## config.mk

```make
export PLATFORM = sky130hd
export DESIGN_NAME = cpd_ram
export DESIGN_NICKNAME = d
export VERILOG_FILES = /design/src/rtl/cpd_ram.sv
export SDC_FILE = /design/constraint.sdc
export NUM_CORES = 1
export LEC_CHECK = 0
export BUFFER_PORTS_ARGS = -buffer_cell sky130_fd_sc_hd__buf_2
export CELL_PAD_IN_SITES_DETAIL_PLACEMENT = 1
export CELL_PAD_IN_SITES_GLOBAL_PLACEMENT = 2
export CORE_ASPECT_RATIO = 2
export CORE_UTILIZATION = 30
export DETAILED_ROUTE_END_ITERATION = 6
export HOLD_SLACK_MARGIN = 0.1
export PLACE_DENSITY_LB_ADDON = 0.05
export SETUP_SLACK_MARGIN = 0.3
export SLEW_MARGIN = 20
export SYNTH_ARGS = -nofsm -noshare
export SYNTH_HDL_FRONTEND = slang
export SYNTH_SLANG_ARGS = --single-unit
```

## constraint.sdc

```tcl
create_clock -name clk -period 2.3 [get_ports clk]
set_input_delay 0.46 -clock clk [delete_from_list [all_inputs] [get_ports clk]]
set_output_delay 0.46 -clock clk [all_outputs]
set_load 0.03 [all_outputs]
```

## src/rtl/cpd_ram.sv

```systemverilog
`timescale 1ns / 1ps
// ----------------------------------------------------------------------------
// cpd_ram
// generic single write, single read ram with registered read
// ----------------------------------------------------------------------------
module cpd_ram #(
	parameter int Width = 8,
	parameter int Depth = 16
) (
	input  logic                     clk,
	input  logic                     we,
	input  logic [$clog2(Depth)-1:0] waddr,
	input  logic [Width-1:0]         wdata,
	input  logic [$clog2(Depth)-1:0] raddr,
	output logic [Width-1:0]         rdata
);
	logic [Width-1:0] mem [Depth];
	always_ff @(posedge clk) begin
		if (we) mem[waddr] <= wdata;
		rdata <= mem[raddr];
	end
endmodule

```

==> results.cfg <==
[global_route]
grt_usage_pct = 16.2
grt_max_degree = 33
antenna_found_initial = 2
grt_pass1_wl_um = 19100
grt_pass1_vias = 2773
overflow = 0

[cts]
post_cts_buffers = 0
cts_tree = done
ctsResizeCount = 0
clkLatencyLatePin_ns = 0.41
root_buffer = clkbuf_16
htree_levels = 4
cts.clk_slew.worst_paths_ns = 0.06
hold_buffers = 0
cts_buffers = 17
cts_num_sinks = 136
clk_path_buf_depth = 2

[timing]
final.setup.tns_ns = 0
slew_violations = 0
fin_crit_ns = 1.54
grt_setup_unrepaired = false
final.setup_skew_ns = 0.00674
setup_slack_ns = 0.758
max_slew_margin_pct = 64.1
hold_violations = 0
post-route-period-util_pct = 67.0
max_freq_mhz = 649
worstMarginPinSlew_ns = 0.539
finalSetupViolCount = 0

[cells_and_area]
final-seq-area_um2 = 4000
multi_input_area_um2 = 1060
layout.nets = 303
final_common_cell = edfxtp_1
syn_to_final_growth_pct = 21.9
fill_cells = 1646
antenna_cells = 0
layout_common_cells = edfxtp_1 (128), buf_2 (25), buf_4 (20)
drive_gt1_share_pct = 32.7

[floorplanning]
die_h_um = 187
start_util_pct = 30.7
io_pins = 26
die_w_um = 94.6
design.core.area_um2 = 16800
die_area_um2 = 17700
num_rows = 67

[setup_path]
cpLargestDelayFamily = multiplexers
crit_slowest_cell = mux4_1
r2r_start = mem[2][4]
crit_start = raddr[0]
worst-endpoint-required_ns = 2.59
endpoint_kind = flip-flop
crit_buf_inv = 2
critPathLaunchType = input pin
crit_arrival_ns = 1.83
worstPathCellList = buf_2, buf_12, mux4_1, a22oi_1, nand2_1
path_max_fanout = 24
crit_type = in -> reg
max_stage_delay_ns = 0.58

[synth]
yosys.area.top_type = edfxtp_1
synthTopCellsByArea = edfxtp_1 (75%), mux4_2 (7.9%), mux4_1 (7.1%), dfxtp_1 (3.1%), a22oi_1 (2.3%)
synth.net_count = 247
ys_types = 19
synthCells = 229
netlist_area_um2 = 5150
avgSynthCellArea_um2 = 22.5
ys_seq_area_share_pct = 77.8
synth-seq-cells = 136
yosysWarnings = 0
synth_top_area_share_pct = 74.7

[detailed_routing]
first_iter_violations = 97
vias = 2445
drcViolationCount = 0
routed_wl_um = 12800
wl_per_cell_um = 25.4
dr.pass1.iters = 4
ant_nets = 0
viasPerCell = 4.85

[power_and_ir_drop]
max-vdd-ir-drop_mv = 0.447
p_per_area_nw_per_um2 = 961
p_leak_nw = 2.13

[placement]
pre_cts_ws_ns = 0.279
dp_hpwl_um = 8480
port_buffers = 25
place_congestion = 0.678

[run_status]
status = finished clean

[min_path]
hold_path_class = in -> reg
holdCritStartpoint = wdata[6]

[flow_run]
maxCapViolCount = 0
==> state kept, by name (all words and copies together), names as in the netlist <==
| name | flops |
|---|---|
| mem | 128 |
| rdata | 8 |
==> worst paths after layout <==
path | endpoint | slack, ns | depth (start not counted)
setup / recovery | rdata[5] | 0.76 | 5
hold / removal | mem[11][6] | 0.44 | 1
setup reg to reg | rdata[4] | 0.84 | 3
hold reg to reg | rdata[1] | 0.68 | 3
==> where the power goes <==
group | internal (W) | leakage, nW | total, W | switching (W)
combinational | 0.000115 | 0.595 | 0.000306 | 0.000191
clock | 0.00194 | 0.312 | 0.00294 | 0.00100
sequential | 0.00277 | 1.22 | 0.00278 | 0.0000138
==> area by class of cell <==
cell class | count | share of cell area (%)
clock inverters | 13 | 3.23
clock buffers | 18 | 7.00
well taps | 207 | 4.13
repair buffers | 47 | 5.02
flip-flops and latches | 136 | 63.8
multi-input cells | 83 | 16.8
==> through the flow <==
stage / total power (W) / instance area, um2 / utilization, % / hold slack, ns / std cells
2_1_floorplan: 0.00301 / 5150 / - / 0.559 / 229
3_3_place_gp: 0.00315 / 5640 / 33.6 / 0.643 / 473
3_5_place_dp: 0.00316 / 5640 / 33.6 / 0.676 / 473
4_1_cts: 0.00611 / 6280 / 37.4 / 0.435 / 504
5_1_grt: 0.00623 / 6280 / 37.4 / 0.443 / 504
6_report: 0.00603 / 6280 / 37.4 / 0.443 / 504
==> synthesized netlist by cell type, drive strengths merged <==
library cell	instances
edfxtp	128
mux4	32
a22oi	16
nor2	13
nand2	9
dfxtp	8
buf	7
nor3	4
clkdlybuf4s25	3
nand2b	2
nand3b	2
and2	1
and2b	1
nand3	1
nor2b	1
or3b	1
==> metal layers <==
layer | share of wire (%) | GRT usage (%) | up-vias
li1 | - | - | 1082
met1 | 36 | 16.9 | 1302
met2 | 60 | 30.2 | 35
met3 | 2.1 | 3.62 | 22
met4 | 2.2 | 6.76 | 4
met5 | 0.26 | 0 | -
==> logic make-up (layout without fill, tap and decap cells) <==
kind of cell	after synthesis	after routing	share of synthesized area, %
simple gates	35	35	3.18
mux	32	32	15.0
buf+inv	10	78	1.68
compound gates	16	16	2.33
flops	136	136	77.8
(Power assumes the default switching activity.)
