===== src/rtl/cpd_pkg.sv =====
`timescale 1ns / 1ps
// ----------------------------------------------------------------------------
// cpd_pkg
// shared constants and types of the closest pair distance unit
// ----------------------------------------------------------------------------
package cpd_pkg;
	localparam int MaxPoints = 1024;
	localparam int CoordBits = 24;
	localparam int AddrBits = $clog2(MaxPoints);
	localparam int CntBits = $clog2(MaxPoints + 1);
	localparam int SqBits = 50;
	localparam int DistBits = 25;
	localparam int DiffBits = CoordBits + 1;

	typedef logic signed [CoordBits-1:0] coord_t;
	typedef logic [SqBits-1:0] sq_t;
	typedef logic [DistBits-1:0] dist_t;
	typedef logic [AddrBits-1:0] addr_t;
	typedef logic [CntBits-1:0] cnt_t;

	typedef struct packed {
		coord_t x;
		coord_t y;
		logic   last;
	} point_t;

	typedef struct packed {
		dist_t min_distance;
		sq_t   min_squared;
		logic  no_pair;
		logic  overflowed;
	} result_t;

	typedef enum logic [2:0] {
		ST_IDLE,
		ST_SCAN,
		ST_DRAIN,
		ST_WRITE,
		ST_SQRT,
		ST_OUT
	} state_t;
endpackage


===== src/rtl/cpd_dist.sv =====
`timescale 1ns / 1ps
// ----------------------------------------------------------------------------
// cpd_dist
// pipelined squared distance of two points, three stages, saturating
// ----------------------------------------------------------------------------
module cpd_dist (
	input  logic           clk,
	input  logic           arst_n,
	input  logic           in_valid,
	input  cpd_pkg::coord_t ax,
	input  cpd_pkg::coord_t ay,
	input  cpd_pkg::coord_t bx,
	input  cpd_pkg::coord_t by,
	output logic           out_valid,
	output cpd_pkg::sq_t   sq
);
	import cpd_pkg::*;
	logic [DiffBits-1:0] dx_s1, dy_s1;
	logic [2*DiffBits-1:0] sx_s2, sy_s2;
	logic v_s1, v_s2, v_s3;
	sq_t sq_s3;
	logic signed [DiffBits-1:0] ddx, ddy;
	logic [2*DiffBits:0] sum;

	assign ddx = DiffBits'(ax) - DiffBits'(bx);
	assign ddy = DiffBits'(ay) - DiffBits'(by);
	assign sum = (2*DiffBits+1)'(sx_s2) + (2*DiffBits+1)'(sy_s2);

	always_ff @(posedge clk or negedge arst_n) begin
		if (!arst_n) begin
			v_s1 <= 1'b0;
			v_s2 <= 1'b0;
			v_s3 <= 1'b0;
		end else begin
			v_s1 <= in_valid;
			v_s2 <= v_s1;
			v_s3 <= v_s2;
		end
	end

	always_ff @(posedge clk) begin
		dx_s1 <= ddx[DiffBits-1] ? DiffBits'(-ddx) : DiffBits'(ddx);
		dy_s1 <= ddy[DiffBits-1] ? DiffBits'(-ddy) : DiffBits'(ddy);
		sx_s2 <= dx_s1 * dx_s1;
		sy_s2 <= dy_s1 * dy_s1;
		if (sum > (2*DiffBits+1)'({SqBits{1'b1}})) sq_s3 <= '1;
		else sq_s3 <= SqBits'(sum);
	end

	assign out_valid = v_s3;
	assign sq = sq_s3;
endmodule


===== config.mk =====
export PLATFORM = sky130hd
export DESIGN_NAME = cpd_dist
export DESIGN_NICKNAME = d
export VERILOG_FILES = /design/src/rtl/cpd_pkg.sv /design/src/rtl/cpd_dist.sv
export SDC_FILE = /design/constraint.sdc
export NUM_CORES = 2
export LEC_CHECK = 0
export ABC_CLOCK_PERIOD_IN_PS = 7800
export CORE_MARGIN = 2
export CORE_UTILIZATION = 50
export CTS_CLUSTER_SIZE = 20
export DETAILED_ROUTE_END_ITERATION = 16
export DONT_BUFFER_PORTS = 1
export GPL_TIMING_DRIVEN = 0
export HOLD_SLACK_MARGIN = 0.05
export PLACE_DENSITY = 0.68
export SYNTH_ARGS = -nofsm -noshare
export SYNTH_HDL_FRONTEND = slang
export SYNTH_SLANG_ARGS = --single-unit

===== constraint.sdc =====
create_clock -name clk -period 7.8 [get_ports clk]
set_clock_uncertainty 0.2 [all_clocks]
set_input_delay 0.39 -clock clk [delete_from_list [all_inputs] [get_ports clk]]
set_output_delay 0.39 -clock clk [all_outputs]
set_load 0.03 [all_outputs]

==> summary.txt <==
Run status
  • Status: completed

Yosys
  • FFs w/ async S/R, synth: 1.49%
  • Number of flops mapped to enable cells by yosys: 0
  • Syn Nets: 6665
  • Syn Std Cell Area: 46100 um^2
  • Unique masters post-synth: 84
  • Register area share after synthesis: 8.77%
  • Number of synthesis warnings: 0
  • Syn avg cell area: 8.93 um^2
  • Yosys reg bits: 201
  • Ys flop type: dfxtp_1
  • Synthesized instance count: about 5200

Drt
  • Routed Wire Length: ~120000 um
  • Router iterations before antenna repair: 5
  • WL/cell: between 15 and 20 um
  • Drc violations: 0
  • Routed Antenna Nets: 0
  • Average vias per placed instance: 5.26
  • Via Count: 33875
  • DR iter-0 viols: 2185

Cells and area
  • Commonest non-fill, non-tap cell in the layout: inv_1
  • Non-filler cells, final: 6445
  • Nets: 6742
  • Most frequent cells in the layout: inv_1, fa_1, ha_1, nand2_1, and2_1
  • Layout Utilization: 54.5%
  • Layout area overhead: 8.19%
  • Filler Cell Count: roughly 8300
  • FF/Latch Area: between 4000 and 5000 um^2
  • Area occupied by multi-input gates: 36200 um^2
  • Ratio of cells with drive above 1 in the final layout: 5.90%

Critical path
  • Worst Path Max Fanout: 10
  • CP Data Arrival Time: 7.90 ns
  • Worst setup startpoint: dy_s1[1]$_DFF_P_
  • R2R Path Start: dy_s1[1]$_DFF_P_
  • Top cell by count, worst path: fa_1
  • WS Path Type: reg2reg
  • Worst Setup End Kind: flop
  • Worst setup SP type: flop
  • Slowest library cell on the worst path: fa_1
  • Critical path's largest stage delay: about 0.54 ns
  • Worst path required time: 8.08 ns

GRT
  • Initial antenna violation count: 8
  • First-pass GRT wire length: 189000 um
  • Tot GR Track Use: 25.8%
  • Largest net degree at the start of global routing: 15
  • GRT overflow: 0
  • Number of global-route vias before repair: 35340

Floorplan
  • Cell Rows: 111
  • Total core area: 91500 um^2
  • Die area: 94600 um^2
  • # IOs: 150
  • Initial core utilization: 50.3%
  • Die Wd: between 300 and 400 um
  • DIE HEIGHT: 308 um

Clock tree
  • H-tree depth: 1
  • CTS clock-pin slew for the worst setup and hold paths: 0.06 ns
  • Root Driver: clkbuf_16
  • Worst skew pair latency: 0.60 ns
  • CTS max path bufs: 3
  • CTS tree: built
  • # clock sinks: 201
  • CTS Buf Count: 26

STA
  • Worst slew pin tran: 1.20 ns
  • Relative slew slack: 19.8%
  • Setup_tns: 0 ns
  • Final max-slew violation count: 0
  • Min Tclk post-route: roughly 7.6 ns
  • Final setup violation count: 0
  • Max Clk Rate: ~130 MHz
  • Final Hold Vio Count: 0
  • Fin crit share: slightly below 100%

Job
  • MaxCap Viol Count: 0

Worst hold path
  • Hold_sp: bx[19]
  • Min-delay worst type: in2reg

Placement
  • HPWL after detailed placement: roughly 100000 um
  • Gpl congestion: between 0.9 and 1
  • DP Cell Count: between 6000 and 7000
  • Port bufs: 0
cells by family (layout without fill, tap and decap cells):
group           count (synthesis)  after routing  share of synthesized area [%]
buf+inv                      1602           1699                           13.1
fa+ha+maj                    1406           1406                           53.4
simple gates                 1109           1109                           11.6
compound gates                609            609                           8.65
xor+xnor                      226            226                           4.30
flops                         201            201                           8.77
mux                             7              7                          0.160
other cells                     0              2                              0
metal layers:
metal  vias to the layer above  GRT usage [%]  part of all wire (%)
met4                         0           6.50                   2.7
met2                      1118           40.4                    45
li1                      15667              -                     -
met3                       175           4.56                   8.6
met5                         -              0                     0
met1                     16915           37.0                    44
critical path: cells and delay by family (launching register included):
family / cells / cell delay [ns]
XOR/XNOR: 1 / 0.10
AO/OA/AOI/OAI: 9 / 2.31
adder cells (fa/ha/maj): 8 / 3.81
flip-flops: 1 / 0.36
buffers and inverters: 7 / 0.61
AND/OR/NAND/NOR: 1 / 0.12
cells in the mapped netlist (7+ instances only):
master / n / share of area (%)
dfxtp_1: 198 / 8.6
nor2_1: 189 / 1.5
nand2b_1: 18 / 0.24
xor2_1: 64 / 1.2
o31a_1: 9 / 0.17
nor2b_1: 32 / 0.43
and3_1: 27 / 0.37
a31oi_1: 16 / 0.22
a211o_1: 8 / 0.15
ha_1: 472 / 13
and2_1: 250 / 3.4
or2_2: 11 / 0.15
a21oi_1: 187 / 2.0
nand3b_1: 7 / 0.11
o21a_1: 25 / 0.41
xnor2_1: 162 / 3.1
o21ai_0: 118 / 1.3
a21o_1: 93 / 1.5
nor3_1: 16 / 0.17
nand2_1: 452 / 3.7
o31ai_1: 12 / 0.20
or3_1: 9 / 0.12
nand3_1: 39 / 0.42
clkbuf_1: 139 / 1.1
o211ai_1: 8 / 0.13
fa_1: 934 / 41
nand4_1: 32 / 0.43
o21bai_1: 35 / 0.57
inv_1: 1453 / 12
a211oi_1: 18 / 0.29
registers in the layout (all words and copies together) (netlist names):
register	flops
sq	50
sx_s2	49
dy_s1	25
dx_s1	25
v_s1	1
sy_s2	49
out_valid	1
v_s2	1
stage by stage:
step	setup slack, ns	hold WS, ns	area, um^2
global route	-0.0434	0.0942	49800
detailed placement	-1.76	-0.106	47500
global placement	-1.70	-0.106	47500
floorplan	0.265	-0.106	46100
finish	0.175	0.0662	49800
CTS	0.00163	0.0501	49300
path summary, 6_finish.rpt:
kind	to	slack, ns	depth (start not counted)
setup / recovery	sy_s2[35]$_DFF_P_	0.17	26
hold / removal	dx_s1[19]$_DFF_P_	0.07	4
setup reg to reg	sy_s2[35]$_DFF_P_	0.17	26
hold reg to reg	out_valid$_DFF_PN0_	0.16	0
max in group asynchronous	v_s2$_DFF_PN0_	6.86	2
min in group asynchronous	v_s1$_DFF_PN0_	0.40	2
layout make-up:
type                            count  area share [%]
Inverter                         1453            11.0
Clock inverter                     19           0.557
Timing Repair Buffer               55           0.959
Antenna cell                        2          0.0100
Sequential cell                   201            8.28
Clock buffer                       29            1.37
Tap cell                         1186            2.98
Buffer                            143            2.19
Multi-Input combinational cell   3357            72.7
timing repair:
action,CTS,global route
hold buffers,21,0
gates resized for setup,206,192
pin swaps,4,14
setup buffers,7,27
setup endpoints to repair,54,30
hold endpoints to repair,17,0
Power is not shown: default switching activity piles up to over one toggle a cycle in this logic, so the estimate is an artifact.
