--- src/rtl/cpd_pkg.sv ---
`timescale 1ns / 1ps
// ----------------------------------------------------------------------------
// cpd_pkg
// shared constants and types of the closest pair distance unit
// ----------------------------------------------------------------------------
package cpd_pkg;
	localparam int MaxPoints = 1024;
	localparam int CoordBits = 24;
	localparam int AddrBits = $clog2(MaxPoints);
	localparam int CntBits = $clog2(MaxPoints + 1);
	localparam int SqBits = 50;
	localparam int DistBits = 25;
	localparam int DiffBits = CoordBits + 1;

	typedef logic signed [CoordBits-1:0] coord_t;
	typedef logic [SqBits-1:0] sq_t;
	typedef logic [DistBits-1:0] dist_t;
	typedef logic [AddrBits-1:0] addr_t;
	typedef logic [CntBits-1:0] cnt_t;

	typedef struct packed {
		coord_t x;
		coord_t y;
		logic   last;
	} point_t;

	typedef struct packed {
		dist_t min_distance;
		sq_t   min_squared;
		logic  no_pair;
		logic  overflowed;
	} result_t;

	typedef enum logic [2:0] {
		ST_IDLE,
		ST_SCAN,
		ST_DRAIN,
		ST_WRITE,
		ST_SQRT,
		ST_OUT
	} state_t;
endpackage

--- src/rtl/cpd_sqrt.sv ---
`timescale 1ns / 1ps
// ----------------------------------------------------------------------------
// cpd_sqrt
// restoring integer square root, one result bit per cycle
// ----------------------------------------------------------------------------
module cpd_sqrt (
	input  logic              clk,
	input  logic              arst_n,
	input  logic              start,
	input  cpd_pkg::sq_t      value,
	output logic              busy,
	output cpd_pkg::dist_t    root
);
	import cpd_pkg::*;
	localparam int Steps = SqBits / 2;
	localparam int StepBits = $clog2(Steps + 1);
	sq_t rem_q;
	logic [SqBits-1:0] res_q;
	logic [SqBits-1:0] bit_q;
	logic [StepBits-1:0] cnt_q;
	logic [SqBits-1:0] trial;

	assign trial = res_q + bit_q;
	assign busy = cnt_q != '0;
	assign root = DistBits'(res_q);

	always_ff @(posedge clk or negedge arst_n) begin
		if (!arst_n) begin
			cnt_q <= '0;
		end else if (start) begin
			cnt_q <= StepBits'(Steps);
		end else if (busy) begin
			cnt_q <= cnt_q - 1'b1;
		end
	end

	always_ff @(posedge clk) begin
		if (start) begin
			rem_q <= value;
			res_q <= '0;
			bit_q <= SqBits'(1) << (SqBits - 2);
		end else if (busy) begin
			if (rem_q >= trial) begin
				rem_q <= rem_q - trial;
				res_q <= (res_q >> 1) + bit_q;
			end else begin
				res_q <= res_q >> 1;
			end
			bit_q <= bit_q >> 2;
		end
	end
endmodule

--- config.mk ---
export PLATFORM = sky130hd
export DESIGN_NAME = cpd_sqrt
export DESIGN_NICKNAME = d
export VERILOG_FILES = /design/src/rtl/cpd_pkg.sv /design/src/rtl/cpd_sqrt.sv
export SDC_FILE = /design/constraint.sdc
export NUM_CORES = 1
export LEC_CHECK = 0
export BUFFER_PORTS_ARGS = -buffer_cell sky130_fd_sc_hd__buf_2
export CAP_MARGIN = 5
export CORE_MARGIN = 2
export CORE_UTILIZATION = 30
export DETAILED_ROUTE_END_ITERATION = 8
export MAX_ROUTING_LAYER = met4
export SYNTH_ARGS = -nofsm -noshare
export SYNTH_HDL_FRONTEND = slang
export SYNTH_SLANG_ARGS = --single-unit
--- constraint.sdc ---
create_clock -name clk -period 20.7 [get_ports clk]
set_input_delay 0 -clock clk [delete_from_list [all_inputs] [get_ports clk]]
set_output_delay 0 -clock clk [all_outputs]
set_load 0.02 [all_outputs]
==> results.sh <==
export IMPL_setup_tns_ns=0
export IMPL_die_h_microns=201
export IMPL_netlist_instances=1483
export IMPL_vias=11000
export IMPL_power_frac_comb_pct=54.6
export IMPL_p_int_uw=925
export IMPL_initial_core_util_pct=30.3
export IMPL_multi_input_area_sq_um=7920
export IMPL_grt_first_pass_wirelength_mm=55.5
export IMPL_synthSimpleGateAreaFrac_pct=19.9
export IMPL_area_growth_pct=14.8
export IMPL_slew_violations=0
export IMPL_clk_pin_slew_ns=0.06
export IMPL_p_per_area_nw_per_um2=122
export IMPL_htreeDepth=4
export IMPL_antenna_left=0
export IMPL_yosys_area_share_adder_pct=11.3
export IMPL_regArea_sq_um=3130
export IMPL_die_area_sq_um=40500
export IMPL_worst_slew_pin_slew_ns=0.768
export IMPL_insertion_delay_ns=0.45
export IMPL_dp_hpwl_mm=25.5
export IMPL_final_common_cell="nand2_1"
export IMPL_drtIter0Drc=719
export IMPL_setup_worst_path_start_class="flop"
export IMPL_finalPower_mw=1.63
export IMPL_synth_nets=1641
export IMPL_avgRoutedWirePerCell_microns=16.6
export IMPL_drcViolationCount=0
export IMPL_design_core_area_sq_um=38600
export IMPL_track_usage_pct=17.3
export IMPL_cp_end_kind="flop"
export IMPL_synthMuxAreaShare_pct=0.879
export IMPL_post_route_util_pct=34.8
export IMPL_path_cells="ha_1 -> a31oi_1 -> a211o_1 -> o31a_1 -> o21ai_2 -> a21boi_1 -> nor2_1 -> nor2_1 -> o21ai_0 -> xnor2_1 -> ha_1 -> o21a_1 -> nor2_1 -> o31ai_1 -> o22ai_1 -> a21oi_2 -> a211oi_4 -> buf_4 -> buf_4 -> o21ai_4 -> buf_4"
export IMPL_cpPeakStageDelay_ns=0.63
export IMPL_finalWeightedCongestion=0.888
export IMPL_pwr_share_seq_pct=24.8
export IMPL_cts_num_sinks=130
export IMPL_cts_tree="yes"
export IMPL_postSynthAreaPerCell_sq_um=7.87
export IMPL_synth_area_sq_um=11700
export IMPL_ys_warn_count=0
export IMPL_synth_async_reset_ratio_pct=3.85
export IMPL_synth_seq_area_share_pct=26.8
export IMPL_hold_path_class="in -> reg"
export IMPL_firstDrtPassIters=7
export IMPL_grt_max_degree=70
export IMPL_leakage_nw=5.11
export IMPL_grt_antenna_before_repair=0
export IMPL_via_per_inst=5.33
export IMPL_nets=1694
export IMPL_synth_cell_type_count=83
export IMPL_critPathMaxFanout=60
export IMPL_diodes=0
export IMPL_rsz0062_at_grt="false"
export IMPL_critPathSlowestCell="buf_4"
export IMPL_row_count=72
export IMPL_relSlewSlack_pct=48.8
export IMPL_synth_compound_area_share_pct=26.9
export IMPL_drv_cap=0
export IMPL_final_cell_mix="177 x nand2_1, 142 x o21ai_0, 124 x nor2_1, 110 x a21oi_1, 104 x ha_1"
export IMPL_fin_crit_sh_pct=30.9
export IMPL_switching_share_pct=43.3
export IMPL_synth_xor_area_share_pct=8.63
export IMPL_fmax_ghz=0.156
export IMPL_synth_top_family_by_area="compound AO/OA/AOI/OAI gates"
export IMPL_first_global_vias=10400
export IMPL_ys_seq_elements=130
export IMPL_setup_viol=0
export IMPL_synth_flop_cell="dfxtp_1"
export IMPL_status="finished clean"
export IMPL_io_buffers=78
export IMPL_arrival_ns=6.46
export IMPL_die_w_microns=201
export IMPL_final_hold_viol_count=0
export IMPL_path_class="reg -> reg"
export IMPL_routed_wl_mm=34.3
export IMPL_p_switching_uw=707
export IMPL_cts_buffer_depth=2
export IMPL_io_pins=79
export IMPL_numCtsBuffers=17
export IMPL_layout_min_cycle_time_ns=6.39
export IMPL_grt_overflow_total=0
export IMPL_cts_root_buf="clkbuf_16"
export IMPL_drive_above_1_share_pct=9.49
export IMPL_clock_skew_ns=0.0143
export IMPL_ir_drop_mv=0.0726
export IMPL_crit_required_ns=20.76
export IMPL_synth_edf_count=50
export IMPL_fill_cells=4089
export IMPL_pwr_share_clk_pct=20.7
## Yosys cell counts (11+ instances only)
master    count  area, sq um
a311oi_1     12          105
nand2_1     177          664
dfxtp_1      75         1500
edfxtp_1     50         1500
o21a_1       18          135
nor2_1      124          465
and3_1       15         93.8
or3_1        11         68.8
nand2b_1     12         75.1
a211oi_1     37          278
nor3_1       40          200
o21bai_1     17          128
a31oi_1      48          300
nand4_1      24          150
a21oi_1     110          551
ha_1        104         1300
nor2b_1      18          113
inv_1        25         93.8
nand3_1      39          195
xor2_1       61          534
clkbuf_1     56          210
o21ai_0     143          716
a21o_1       31          233
xnor2_1      54          473
buf_4        28          210
## cell families after synthesis
group / Yosys count
adder cells (fa/ha/maj): 105
buffers and inverters: 130
AO/OA/AOI/OAI: 493
XOR/XNOR: 115
AND/OR/NAND/NOR: 500
flip-flops: 130
multiplexers: 10
## critical path: cells and delay by family, from the launching register on
family / cells / cell delay [ns]
xor+xnor: 1 / 0.15
compound gates: 12 / 2.93
simple gates: 3 / 0.44
buf+inv: 3 / 1.25
flops: 1 / 0.42
fa+ha+maj: 2 / 0.75
## stage by stage
step	hold slack [ns]	instance area (sq um)	std cells	setup WS, ns
3_5_place_dp	-0.178	12300	1984	14.36
3_3_place_gp	-0.176	12300	1984	14.53
6_report	0.0159	13400	2067	14.31
4_1_cts	0.00160	13400	2067	14.32
5_1_grt	0.0307	13400	2067	13.82
2_1_floorplan	-0.296	11700	1483	12.40
## worst paths after layout
| kind | startpoint | endpoint | slack, ns | cells after the start |
|---|---|---|---|---|
| max | res_q[2] | rem_q[40] | 14.31 | 21 |
| min reg2reg | bit_q[48] | bit_q[48] | 0.49 | 2 |
| min in group asynchronous | arst_n | cnt_q[0] | 0.49 | 3 |
| max in group asynchronous | arst_n | cnt_q[4] | 20.02 | 3 |
| min | value[45] | rem_q[45] | 0.02 | 3 |
| max reg2reg | res_q[2] | rem_q[40] | 14.31 | 21 |
## layout make-up
class / instances / area share (%)
multi-input combinational: 1223 / 59.1
clock inverter: 14 / 1.57
timing repair buffer: 137 / 7.19
inverter: 27 / 0.756
clock buffer: 18 / 3.20
tap: 518 / 4.84
sequential: 130 / 23.3
## flip-flops by register name, summed over array words and instances (netlist names)
| signal | count |
|---|---|
| res_q | 50 |
| cnt_q | 5 |
| bit_q | 25 |
| rem_q | 50 |
## timing repair
item,4_1_cts,5_1_grt
hold endpoints to repair,54,0
gates resized for setup,0,0
hold buffers,51,0
setup endpoints to repair,0,0
setup buffers,0,0
## power by group through the flow
stage	registers, mW	clock network (mW)	logic [mW]
4_1_cts	0.404	0.343	0.886
3_5_place_dp	0.407	0	0.871
6_report	0.404	0.338	0.890
2_1_floorplan	0.393	0	0.714
3_3_place_gp	0.409	0	0.864
5_1_grt	0.411	0.354	0.990
## layer usage
layer	routed length (microns)	track usage (%)
met5	0	-
met4	556	4.44
met3	1600	2.24
met2	15800	27.8
met1	16300	23.0
Power figures use the tool's default switching activity.
